==> src/sv/lpht_pkg.sv <==
// ----------------------------------------------------------------------------
// lpht_pkg: shared types and constants of the linear-probe handle table
// Word formats, command and status codes, and controller/datapath links.
// ----------------------------------------------------------------------------
`default_nettype none

package lpht_pkg;

    localparam int TABLE_BITS = 10;
    localparam int TABLE_SIZE = 1 << TABLE_BITS;
    localparam int COUNT_W    = TABLE_BITS + 1;

    localparam logic [31:0] HASH_MULT = 32'h9E37_79B1;
    localparam logic [31:0] KEY_EMPTY = 32'h0000_0000;
    localparam logic [31:0] KEY_TOMB  = 32'h0000_0001;

    localparam logic [1:0] CMD_LOOKUP = 2'd0;
    localparam logic [1:0] CMD_INSERT = 2'd1;
    localparam logic [1:0] CMD_REMOVE = 2'd2;

    localparam logic [1:0] ST_OK      = 2'd0;
    localparam logic [1:0] ST_MISS    = 2'd1;
    localparam logic [1:0] ST_FULL    = 2'd2;
    localparam logic [1:0] ST_INVALID = 2'd3;

    typedef struct packed {
        logic [1:0]  cmd;
        logic [31:0] key;
        logic [15:0] handle_in;
    } req_word_t;

    typedef struct packed {
        logic [1:0]            status;
        logic [15:0]           handle_out;
        logic [TABLE_BITS-1:0] slot;
        logic [COUNT_W-1:0]    entry_count;
    } rsp_word_t;

    // Controller to datapath
    typedef struct packed {
        logic       clear_step;
        logic       capture;
        logic       home;
        logic       advance;
        logic       wr_insert;
        logic       wr_remove;
        logic       res_set;
        logic [1:0] res_status;
        logic       res_handle;
        logic       res_slot;
        logic       load_out;
    } ctrl_cmd_t;

    // Datapath to controller
    typedef struct packed {
        logic [1:0] cmd;
        logic       key_bad;
        logic       slot_empty;
        logic       slot_tomb;
        logic       slot_match;
        logic       probe_last;
        logic       clear_last;
        logic       out_busy;
    } dp_status_t;

endpackage

`default_nettype wire

==> src/sv/lpht_ctrl.sv <==
// ----------------------------------------------------------------------------
// lpht_ctrl: controller of the linear-probe handle table
// Sequences the clearing sweep, home slot, probe loop and result handoff.
// ----------------------------------------------------------------------------
`default_nettype none

module lpht_ctrl (
    input  wire logic                  clk,
    input  wire logic                  rst_n,
    input  wire logic                  req_valid,
    output logic                       req_stall,
    input  wire lpht_pkg::dp_status_t  status,
    output lpht_pkg::ctrl_cmd_t        cmd
);

    typedef enum logic [5:0] {
        S_CLEAR = 6'b000001,
        S_IDLE  = 6'b000010,
        S_HOME  = 6'b000100,
        S_PROBE = 6'b001000,
        S_CHECK = 6'b010000,
        S_DONE  = 6'b100000
    } state_t;

    state_t state_reg;
    state_t state_next;
    logic   is_insert;
    logic   is_remove;

    assign is_insert = (status.cmd == lpht_pkg::CMD_INSERT);
    assign is_remove = (status.cmd == lpht_pkg::CMD_REMOVE);

    always_ff @(posedge clk or negedge rst_n)
    begin
        if (!rst_n)
        begin
            state_reg <= S_CLEAR;
        end
        else
        begin
            state_reg <= state_next;
        end
    end

    always_comb
    begin
        state_next = state_reg;
        cmd        = '0;
        req_stall  = 1'b1;
        case (state_reg)
            S_CLEAR:
            begin
                cmd.clear_step = 1'b1;
                if (status.clear_last)
                begin
                    state_next = S_IDLE;
                end
            end
            S_IDLE:
            begin
                req_stall   = 1'b0;
                cmd.capture = req_valid;
                if (req_valid)
                begin
                    state_next = S_HOME;
                end
            end
            S_HOME:
            begin
                // Unused command first, then reserved keys
                if (!(status.cmd inside {lpht_pkg::CMD_LOOKUP, lpht_pkg::CMD_INSERT,
                                         lpht_pkg::CMD_REMOVE}))
                begin
                    cmd.res_set    = 1'b1;
                    cmd.res_status = lpht_pkg::ST_MISS;
                    state_next     = S_DONE;
                end
                else if (status.key_bad)
                begin
                    cmd.res_set    = 1'b1;
                    cmd.res_status = lpht_pkg::ST_INVALID;
                    state_next     = S_DONE;
                end
                else
                begin
                    cmd.home   = 1'b1;
                    state_next = S_PROBE;
                end
            end
            S_PROBE:
            begin
                state_next = S_CHECK;
            end
            S_CHECK:
            begin
                cmd.res_slot = 1'b1;
                if (is_insert && (status.slot_empty || status.slot_tomb))
                begin
                    cmd.wr_insert  = 1'b1;
                    cmd.res_set    = 1'b1;
                    cmd.res_status = lpht_pkg::ST_OK;
                    state_next     = S_DONE;
                end
                else if (!is_insert && status.slot_empty)
                begin
                    cmd.res_set    = 1'b1;
                    cmd.res_status = lpht_pkg::ST_MISS;
                    state_next     = S_DONE;
                end
                else if (!is_insert && status.slot_match)
                begin
                    cmd.wr_remove  = is_remove;
                    cmd.res_handle = !is_remove;
                    cmd.res_set    = 1'b1;
                    cmd.res_status = lpht_pkg::ST_OK;
                    state_next     = S_DONE;
                end
                else if (status.probe_last)
                begin
                    cmd.res_set    = 1'b1;
                    cmd.res_status = is_insert ? lpht_pkg::ST_FULL : lpht_pkg::ST_MISS;
                    state_next     = S_DONE;
                end
                else
                begin
                    cmd.advance = 1'b1;
                    state_next  = S_PROBE;
                end
            end
            S_DONE:
            begin
                if (!status.out_busy)
                begin
                    cmd.load_out = 1'b1;
                    state_next   = S_IDLE;
                end
            end
            default:
            begin
                state_next = S_IDLE;
            end
        endcase
    end

endmodule

`default_nettype wire

==> config.mk <==
export PLATFORM = sky130hd
export DESIGN_NAME = lpht_ctrl
export DESIGN_NICKNAME = d
export VERILOG_FILES = /design/src/sv/lpht_pkg.sv /design/src/sv/lpht_ctrl.sv
export SDC_FILE = /design/constraint.sdc
export NUM_CORES = 1
export LEC_CHECK = 0
export ABC_AREA = 1
export BUFFER_PORTS_ARGS = -buffer_cell sky130_fd_sc_hd__buf_2
export CORE_ASPECT_RATIO = 1.5
export CORE_MARGIN = 3
export CORE_UTILIZATION = 25
export DETAILED_ROUTE_END_ITERATION = 8
export HOLD_SLACK_MARGIN = 0.03
export PLACE_DENSITY = 0.53
export SLEW_MARGIN = 20
export SYNTH_ARGS = -nofsm -noshare
export SYNTH_HDL_FRONTEND = slang
export SYNTH_SLANG_ARGS = --single-unit
==> constraint.sdc <==
create_clock -name clk -period 3.12 [get_ports clk]
set_clock_uncertainty 0.1 [all_clocks]
set_input_delay 0.624 -clock clk [delete_from_list [all_inputs] [get_ports clk]]
set_output_delay 0.624 -clock clk [all_outputs]
set_load 0.03 [all_outputs]
* After elaboration in Yosys (flattened, before gate mapping)
Cells that the tools add are included.
Word-level totals: register bits after elaboration 6, input port bits 12, word-level logic and storage cells 60
Operators by class: eq/ne operators 11, muxes and demuxes 39, reduce and logical (&&, ||, !) cells 9
Operator list (number):
- $mux W6 | 9
- $pmux W6 S6 | 1
- $mux W3 | 7
- $mux W1 | 19
- $eq A6 B1 Y1 const B | 1
- $eq A6 B2 Y1 const B | 1
- $eq A6 B3 Y1 const B | 1
- $eq A6 B4 Y1 const B | 1
- $eq A6 B5 Y1 const B | 1
- $eq A6 B6 Y1 const B | 1
- $ne A2 B2 Y1 const B | 3
- $pmux W3 S2 | 1
- $mux W2 | 2
- $logic_and A1 B1 Y1 | 3
- $reduce_and A3 Y1 | 1
- $reduce_bool A3 Y1 | 1
- $eq A2 B1 Y1 const B | 1
- $eq A2 B2 Y1 const B | 1
- $logic_not A1 Y1 | 2
- $logic_not A2 Y1 | 1
- $logic_or A1 B1 Y1 | 1

* Depth between registers and ports, before layout
Gate-level depths: netlist (run 1).
depth after elaboration 7, depth in mapped cells 7

* Worst setup path before layout (run 1)
Ideal clock, no wire load.
path type input port to output port, start in status[8] (netlist bit), end out cmd[4] (netlist bit), data arrival time 1650 ps, required time 2396 ps, slack 746 ps, stages 6, path through inv_1 nand2_1 inv_2 o21ai_2 nand3_1 o21ai_0
RTL lines:
- start: declaration | RTL line lpht_ctrl.sv:12 | input wire lpht_pkg::dp_status_t status,
- end: declaration | RTL line lpht_ctrl.sv:13 | output lpht_pkg::ctrl_cmd_t cmd

==> results_tabular.tex, run 1 <==
\begin{tabular}{lr}
\hline
Metric & Value \\
\hline
\multicolumn{2}{l}{\textbf{Run status}} \\
\quad Outcome & finished, final reports clean \\
\multicolumn{2}{l}{\textbf{Worst setup path}} \\
\quad Data required time of the critical path & 2400 ps \\
\quad Depth of the worst register-to-register path & 6 \\
\quad Cell-by-cell trace of the critical path & nor2\_2 -> nand3\_2 -> inv\_2 -> nand2\_2 -> o31ai\_1 -> buf\_2 \\
\quad Type of element launching the critical path & register \\
\quad Critical register-to-register path startpoint & state\_reg[5]\$\_DFFE\_PN0P\_ \\
\quad Delay of the slowest cell on the worst path & 420 ps \\
\quad Worst reg-to-reg setup slack & 1830 ps \\
\quad Worst endpoint data arrival time & 1540 ps \\
\quad Element type at the critical path end & output pin \\
\quad Worst-path cell with the longest stage delay & sky130\_fd\_sc\_hd\_\_dfrtp\_1 \\
\quad Peak fanout along the critical path & 6 \\
\quad Endpoint of the most critical register-to-register path & state\_reg[1]\$\_DFFE\_PN0P\_ \\
\quad Category of the critical setup timing path & register to output pin \\
\multicolumn{2}{l}{\textbf{Synth}} \\
\quad Synthesized netlist net count & 88 \\
\quad Synth warn & 0 \\
\quad Cells after Synth & 76 \\
\quad Number of flops mapped to enable cells by yosys & 0 \\
\quad Top cell type by total area after synthesis & sky130\_fd\_sc\_hd\_\_dfrtp\_1 \\
\quad Count of state elements after synthesis & 6 \\
\quad Synthesized area per cell & 6.70 um2 \\
\quad Portion of the post-synthesis area used by sequential elements & 29.7\% \\
\quad Commonest cells in the synthesized netlist & sky130\_fd\_sc\_hd\_\_inv\_1, sky130\_fd\_sc\_hd\_\_nor2\_1, sky130\_fd\_sc\_hd\_\_nand2\_1 \\
\quad Unique cell type count in the Yosys netlist & 21 \\
\quad Area share of the largest cell type after synthesis & 24.6\% \\
\quad FFs w/ async S/R, synth & 100\% \\
\quad Biggest area contributors in the synthesized netlist & sky130\_fd\_sc\_hd\_\_dfrtp\_1, sky130\_fd\_sc\_hd\_\_inv\_1, sky130\_fd\_sc\_hd\_\_nor2\_1 \\
\quad Syn Std Cell Area & 509 um2 \\
\quad Most used flip-flop cell after synthesis & sky130\_fd\_sc\_hd\_\_dfrtp\_1 \\
\multicolumn{2}{l}{\textbf{Timing}} \\
\quad Final critical-path share of the clock period & 72.7\% \\
\quad Remaining max-slew budget at the tightest pin & 81.8\% \\
\quad Post-route worst setup slack & 851 ps \\
\quad Shortest clock period the worst path allows after layout & 2270 ps \\
\quad Fin. Hold Viols & 0 \\
\quad Max-slew violations & 0 \\
\quad Slew @ Worst Pin & 272 ps \\
\quad Maximum clock rate & 0.441 GHz \\
\quad Unrepaired setup endpoints after global routing & no \\
\quad Total negative slack & 0 ps \\
\quad Count of final setup violators & 0 \\
\quad Worst hold margin & 90.3 ps \\
\multicolumn{2}{l}{\textbf{Power}} \\
\quad Leakage component of the power & 0.420 nW \\
\quad Peak VDD IR & 0.194 mV \\
\quad Total power density per cell area & 614 nW/um2 \\
\quad PnR Total Power & 419 uW \\
\multicolumn{2}{l}{\textbf{Clock network}} \\
\quad Max H-tree Level & 1 \\
\quad Root buffer cell & sky130\_fd\_sc\_hd\_\_clkbuf\_4 \\
\quad Clk sink count & 6 \\
\quad Cells resized by post-CTS repair & 0 \\
\quad Worst skew pair latency & 250 ps \\
\quad Clk buf depth & 2 \\
\quad Clock transition time at the flip-flop clock pins of the worst setup and hold paths & 50 ps \\
\quad Hold-fix buffers, CTS & 0 \\
\quad CTS tree & built \\
\quad Total CTS buffers & 3 \\
\quad Post-CTS Setup Inserts & 0 \\
\multicolumn{2}{l}{\textbf{Worst hold path}} \\
\quad Hold WC Path Type & primary input to async pin \\
\multicolumn{2}{l}{\textbf{Floorplan}} \\
\quad Placement Rows & 19 \\
\quad DIE HEIGHT & 61.3 um \\
\quad Effective utilization at floorplan & 27.1\% \\
\quad Total core area & 1880 um2 \\
\quad Die X-Extent & 42.9 um \\
\quad Number of ports placed on the die boundary & 25 \\
\quad Total Die Area & 2630 um2 \\
\multicolumn{2}{l}{\textbf{Global route}} \\
\quad First-pass GRT wire length & 1890 um \\
\quad Vias in the first global route & 502 \\
\quad Largest net degree at the start of global routing & 8 \\
\quad Residual overflow from global routing & 0 \\
\quad Overall Global Routing Usage & 9.97\% \\
\quad Number of antenna violations at the first check in global routing & 0 \\
\multicolumn{2}{l}{\textbf{Routing}} \\
\quad Number of vias after detailed routing & 543 \\
\quad Wire length per cell & 9.46 um \\
\quad Residual antenna-violating net count after detailed routing & 0 \\
\quad Final wirelength & 1180 um \\
\quad Via-to-Cell Ratio & 4.34 \\
\quad DRT iter0 DRCs & 5 \\
\quad 1st-pass router iterations & 3 \\
\quad Total DRC errors in the routed layout & 0 \\
\multicolumn{2}{l}{\textbf{Finish}} \\
\quad Core Util, Final & 36.3\% \\
\quad Area growth, synth to finish & 33.9\% \\
\quad Final net count & 117 \\
\quad Diodes inserted & 0 \\
\quad Fraction of layout instances using a drive strength above 1 & 44.2\% \\
\quad Max reg flops & 6 \\
\multicolumn{2}{l}{\textbf{Place}} \\
\quad Post-Place Setup Slack & 847 ps \\
\quad Final weighted congestion in routability-driven placement & 0.782 \\
\quad DP HPWL & 1040 um \\
\quad Total of buffers placed on input and output ports & 24 \\
\multicolumn{2}{l}{\textbf{Job}} \\
\quad Max-Cap Viols & 0 \\
\hline
\end{tabular}
[how the worst max path moves through the flow]
stage / to / startpoint / slack [ps] / cells past startpoint
after floorplan: cmd[4] / status[8] / 750 / 6
after global placement: cmd[5] / status[8] / 890 / 9
after detailed placement: cmd[5] / status[8] / 850 / 9
after CTS: cmd[3] / state_reg[5]$_DFFE_PN0P_ / 830 / 6
after global routing: cmd[5] / status[8] / 720 / 9
final: cmd[3] / state_reg[5]$_DFFE_PN0P_ / 850 / 6
[final cells by class]
type | count | area, um2
Multi-Input combinational cell | 53 | 294
Sequential cell | 6 | 151
Fill cell | 221 | 1200
Clock buffer | 4 | 26.3
Inverter | 17 | 63.8
Tap cell | 21 | 26.3
Timing Repair Buffer | 24 | 120
[critical path, delay by kind of cell (launching register included)]
kind / cells / cell delay [ps]
AND/OR/NAND/NOR: 3 / 480
flip-flops: 1 / 420
buffers and inverters: 2 / 330
AO/OA/AOI/OAI: 1 / 70
[cell families after synthesis]
kind of cell	after synthesis	share of synthesized area (%)
simple gates	45	47.7
compound gates	8	10.1
buf+inv	17	12.5
flops	6	29.7
[power breakdown]
part | leakage (nW) | total (mW) | internal (mW) | switching (mW)
registers | 0.0759 | 0.113 | 0.0949 | 0.0178
clock network | 0.0150 | 0.0778 | 0.0485 | 0.0293
logic | 0.329 | 0.228 | 0.0712 | 0.157
[placed cells by master, fill, tap and decap left out, types with 2 or more instances in the layout]
cell type | netlist | routed
sky130_fd_sc_hd__o21ai_0 | 2 | 2
sky130_fd_sc_hd__buf_2 | 0 | 24
sky130_fd_sc_hd__clkbuf_4 | 0 | 3
sky130_fd_sc_hd__nor2_2 | 3 | 3
sky130_fd_sc_hd__nand3_1 | 6 | 6
sky130_fd_sc_hd__nand3_2 | 2 | 2
sky130_fd_sc_hd__inv_2 | 4 | 4
sky130_fd_sc_hd__nand2_1 | 11 | 11
sky130_fd_sc_hd__nor2_1 | 13 | 13
sky130_fd_sc_hd__inv_1 | 13 | 13
sky130_fd_sc_hd__dfrtp_1 | 5 | 5
sky130_fd_sc_hd__nand4_1 | 3 | 3
sky130_fd_sc_hd__nand2_2 | 3 | 3
sky130_fd_sc_hd__a21oi_1 | 2 | 2
[per-layer routing]
layer	track usage (%)	wire length, um
met5	0	0
met4	10.7	27
met3	0.877	117
met2	18.5	596
met1	9.07	442
[stage by stage]
stage	area, um2	cells
5_1_grt	682	125
2_1_floorplan	509	76
6_report	682	125
3_3_place_gp	656	121
3_5_place_dp	656	121
4_1_cts	682	125
(Power assumes the default switching activity.)
==> run 2: changes to the inputs <==
Clock period 3.12 ns to 2.1 ns, I/O delays scaled along.
==> run 2 against run 1 <==
  * Flip-flop and latch count unchanged
  * Sequential power up 51%
  * Critical path type unchanged
  * Non-clock buffer count up 2
  * Final area grew 3.3%
==> results_tabular.tex, run 2 (same netlist as run 1, synthesis figures left out) <==
\begin{tabular}{lr}
\hline
Metric & Value \\
\hline
\multicolumn{2}{l}{\textbf{Run status}} \\
\quad Outcome & finished, final reports clean \\
\multicolumn{2}{l}{\textbf{Clock network}} \\
\quad Clk sink count & 6 (unchanged) \\
\quad Post-CTS Setup Inserts & 0 (unchanged) \\
\quad Root buffer cell & sky130\_fd\_sc\_hd\_\_clkbuf\_4 \\
\quad Clock transition time at the flip-flop clock pins of the worst setup and hold paths & 50 ps (about the same) \\
\quad CTS tree & built \\
\quad Clk buf depth & 2 (unchanged) \\
\quad Max H-tree Level & 1 (unchanged) \\
\quad Worst skew pair latency & 240 ps (about the same) \\
\quad Total CTS buffers & 3 (unchanged) \\
\multicolumn{2}{l}{\textbf{Finish}} \\
\quad Layout filler cell count & 215 (-2.7\%) \\
\quad Leading cell types in the layout, fill and taps excluded & sky130\_fd\_sc\_hd\_\_buf\_2, sky130\_fd\_sc\_hd\_\_inv\_1, sky130\_fd\_sc\_hd\_\_nor2\_1 \\
\quad Area growth, synth to finish & 38.3\% \\
\quad Diodes inserted & 0 (unchanged) \\
\quad Max reg flops & 6 (unchanged) \\
\quad Final net count & 119 (+1.7\%) \\
\quad Fraction of layout instances using a drive strength above 1 & 44.3\% (+0.11 points) \\
\quad Commonest non-fill, non-tap cell in the layout & sky130\_fd\_sc\_hd\_\_buf\_2 \\
\quad Core Util, Final & 37.5\% (+1.2 points) \\
\multicolumn{2}{l}{\textbf{Timing}} \\
\quad Maximum clock rate & 0.510 GHz \\
\quad Count of final setup violators & 0 (unchanged) \\
\quad Slew @ Worst Pin & 202 ps (-69.8 ps) \\
\quad Final critical-path share of the clock period & 93.3\% \\
\quad Unrepaired setup endpoints after global routing & no \\
\quad Max-slew violations & 0 (unchanged) \\
\quad Remaining max-slew budget at the tightest pin & 86.4\% (+4.6 points) \\
\quad Total negative slack & 0 ps (unchanged) \\
\quad Fin. Hold Viols & 0 (unchanged) \\
\quad Shortest clock period the worst path allows after layout & 1960 ps \\
\multicolumn{2}{l}{\textbf{Worst setup path}} \\
\quad Category of the critical setup timing path & register to output pin \\
\quad Worst endpoint data arrival time & 1440 ps (-100 ps) \\
\quad Depth of the worst register-to-register path & 7 (+1) \\
\quad Peak fanout along the critical path & 7 (+1) \\
\quad Worst reg-to-reg setup slack & 840 ps (-990 ps) \\
\quad Endpoint of the most critical register-to-register path & state\_reg[1]\$\_DFFE\_PN0P\_ \\
\quad Data required time of the critical path & 1580 ps (-820 ps) \\
\quad Element type at the critical path end & output pin \\
\quad Type of element launching the critical path & register \\
\quad Critical register-to-register path startpoint & state\_reg[5]\$\_DFFE\_PN0P\_ \\
\multicolumn{2}{l}{\textbf{Place}} \\
\quad Total of buffers placed on input and output ports & 24 (unchanged) \\
\quad Final weighted congestion in routability-driven placement & 0.790 (+1.0\%) \\
\quad DP HPWL & 1060 um (+1.5\%) \\
\multicolumn{2}{l}{\textbf{Global route}} \\
\quad Vias in the first global route & 553 (+10\%) \\
\quad Overall Global Routing Usage & 10.9\% (+0.90 points) \\
\quad Global routing met2 resource utilization & 20.0\% (+1.5 points) \\
\quad Number of antenna violations at the first check in global routing & 0 (unchanged) \\
\quad Met1 Use GR & 9.57\% (+0.50 points) \\
\quad Grt peak-use layer & met2 \\
\quad Largest net degree at the start of global routing & 8 (unchanged) \\
\quad Residual overflow from global routing & 0 (unchanged) \\
\quad First-pass GRT wire length & 2050 um (+8.4\%) \\
\quad Met3 usage in global routing & 3.22\% (+2.3 points) \\
\multicolumn{2}{l}{\textbf{Routing}} \\
\quad Final wirelength & 1230 um (+3.6\%) \\
\quad DRT iter0 DRCs & 5 (unchanged) \\
\quad Wire length per cell & 9.65 um (+1.9\%) \\
\quad 1st-pass router iterations & 2 (-1) \\
\quad Residual antenna-violating net count after detailed routing & 0 (unchanged) \\
\quad Total DRC errors in the routed layout & 0 (unchanged) \\
\quad Number of vias after detailed routing & 553 (+1.8\%) \\
\quad Via-to-Cell Ratio & 4.35 (+0.24\%) \\
\multicolumn{2}{l}{\textbf{Power}} \\
\quad Clock network power share & 17.7\% (-0.9 points) \\
\quad Peak VDD IR & 0.272 mV (+40\%) \\
\quad Part of the total power dissipated in sequential elements & 26.8\% (about the same) \\
\quad Sw Ratio & 48.6\% (-0.17 points) \\
\quad Total power density per cell area & 907 nW/um2 (+48\%) \\
\quad Net switching power figure & 311 uW (+52\%) \\
\quad Leakage component of the power & 0.430 nW (+2.3\%) \\
\quad PnR Total Power & 639 uW (+53\%) \\
\quad Internal power of the cells & 329 uW (+53\%) \\
\quad Part of the total power dissipated in combinational logic & 55.5\% (+1.0 points) \\
\multicolumn{2}{l}{\textbf{Worst hold path}} \\
\quad Hold endpoint & state\_reg[0]\$\_DFFE\_PN1P\_ \\
\quad Hold path depth & 4 \\
\quad Hold WC Path Type & primary input to register \\
\quad Launch point of the worst hold path & status[1] \\
\multicolumn{2}{l}{\textbf{Floorplan}} \\
\quad Number of ports placed on the die boundary & 25 (unchanged) \\
\quad Effective utilization at floorplan & 27.1\% (unchanged) \\
\quad Placement Rows & 19 (unchanged) \\
\quad Die X-Extent & 42.9 um (unchanged) \\
\quad DIE HEIGHT & 61.3 um (unchanged) \\
\quad Total core area & 1880 um2 (unchanged) \\
\quad Total Die Area & 2630 um2 (unchanged) \\
\multicolumn{2}{l}{\textbf{Job}} \\
\quad Max-Cap Viols & 0 (unchanged) \\
\hline
\end{tabular}
## run 2: changes by cell type in the layout (fill, tap and decap cells not counted), sizes merged
cell,change
buf,+1
dlygate4sd3,+1
## run 2: worst max-delay path by stage
stage               depth (start not counted)                      from  slack [ps]     end
finish                                      6  state_reg[2]$_DFFE_PN0P_         140  cmd[6]
global route                                6  state_reg[2]$_DFFE_PN0P_           1  cmd[6]
global placement                            9                 status[8]         280  cmd[5]
floorplan                                   3  state_reg[2]$_DFFE_PN0P_         120  cmd[3]
CTS                                         6  state_reg[1]$_DFFE_PN0P_          70  cmd[3]
detailed placement                          9                 status[8]         240  cmd[5]
## run 2: layer usage
metal,vias up,share of wire (%)
met5,-,0
met4,0,2.2
met3,2,9.5
met2,25,49
met1,224,39
li1,302,-
## run 2: layout make-up
class	count	area (um2)	area share (%)
timing repair buffer	26	138	19.5
multi-input combinational	53	299	42.5
clock buffer	4	26.3	3.73
sequential	6	151	21.5
tap	21	26.3	3.73
inverter	17	63.8	9.06
## run 2: power groups by stage
stage	Sequential, mW	Combinational, mW	Clock, mW
after detailed placement	0.169	0.355	0
final	0.171	0.355	0.113
after floorplan	0.165	0.266	0
after global placement	0.167	0.352	0
after global routing	0.175	0.394	0.129
after CTS	0.168	0.358	0.118
## run 2: metrics by stage
stage	instance area [um2]	std cells	setup slack, ps	hold slack (ps)
2_1_floorplan	509	76	121	24.4
3_3_place_gp	663	122	278	151
3_5_place_dp	663	122	237	150
4_1_cts	699	127	70.5	331
5_1_grt	704	127	1.04	348
6_report	704	127	140	333
## run 2: what timing repair did
item,4_1_cts,5_1_grt
hold endpoints to repair,5,0
hold buffers,1,0
endpoints found under the setup margin,0,4
gates resized for setup,0,1
## run 2: worst max-delay path: stages, from the launching register on
cell and delay, ps:
sky130_fd_sc_hd__dfrtp_1 410, sky130_fd_sc_hd__nor2_4 200, sky130_fd_sc_hd__nand3_4 130, sky130_fd_sc_hd__inv_2 90, sky130_fd_sc_hd__nand2_2 60, sky130_fd_sc_hd__nor3_2 90
sky130_fd_sc_hd__buf_2 210
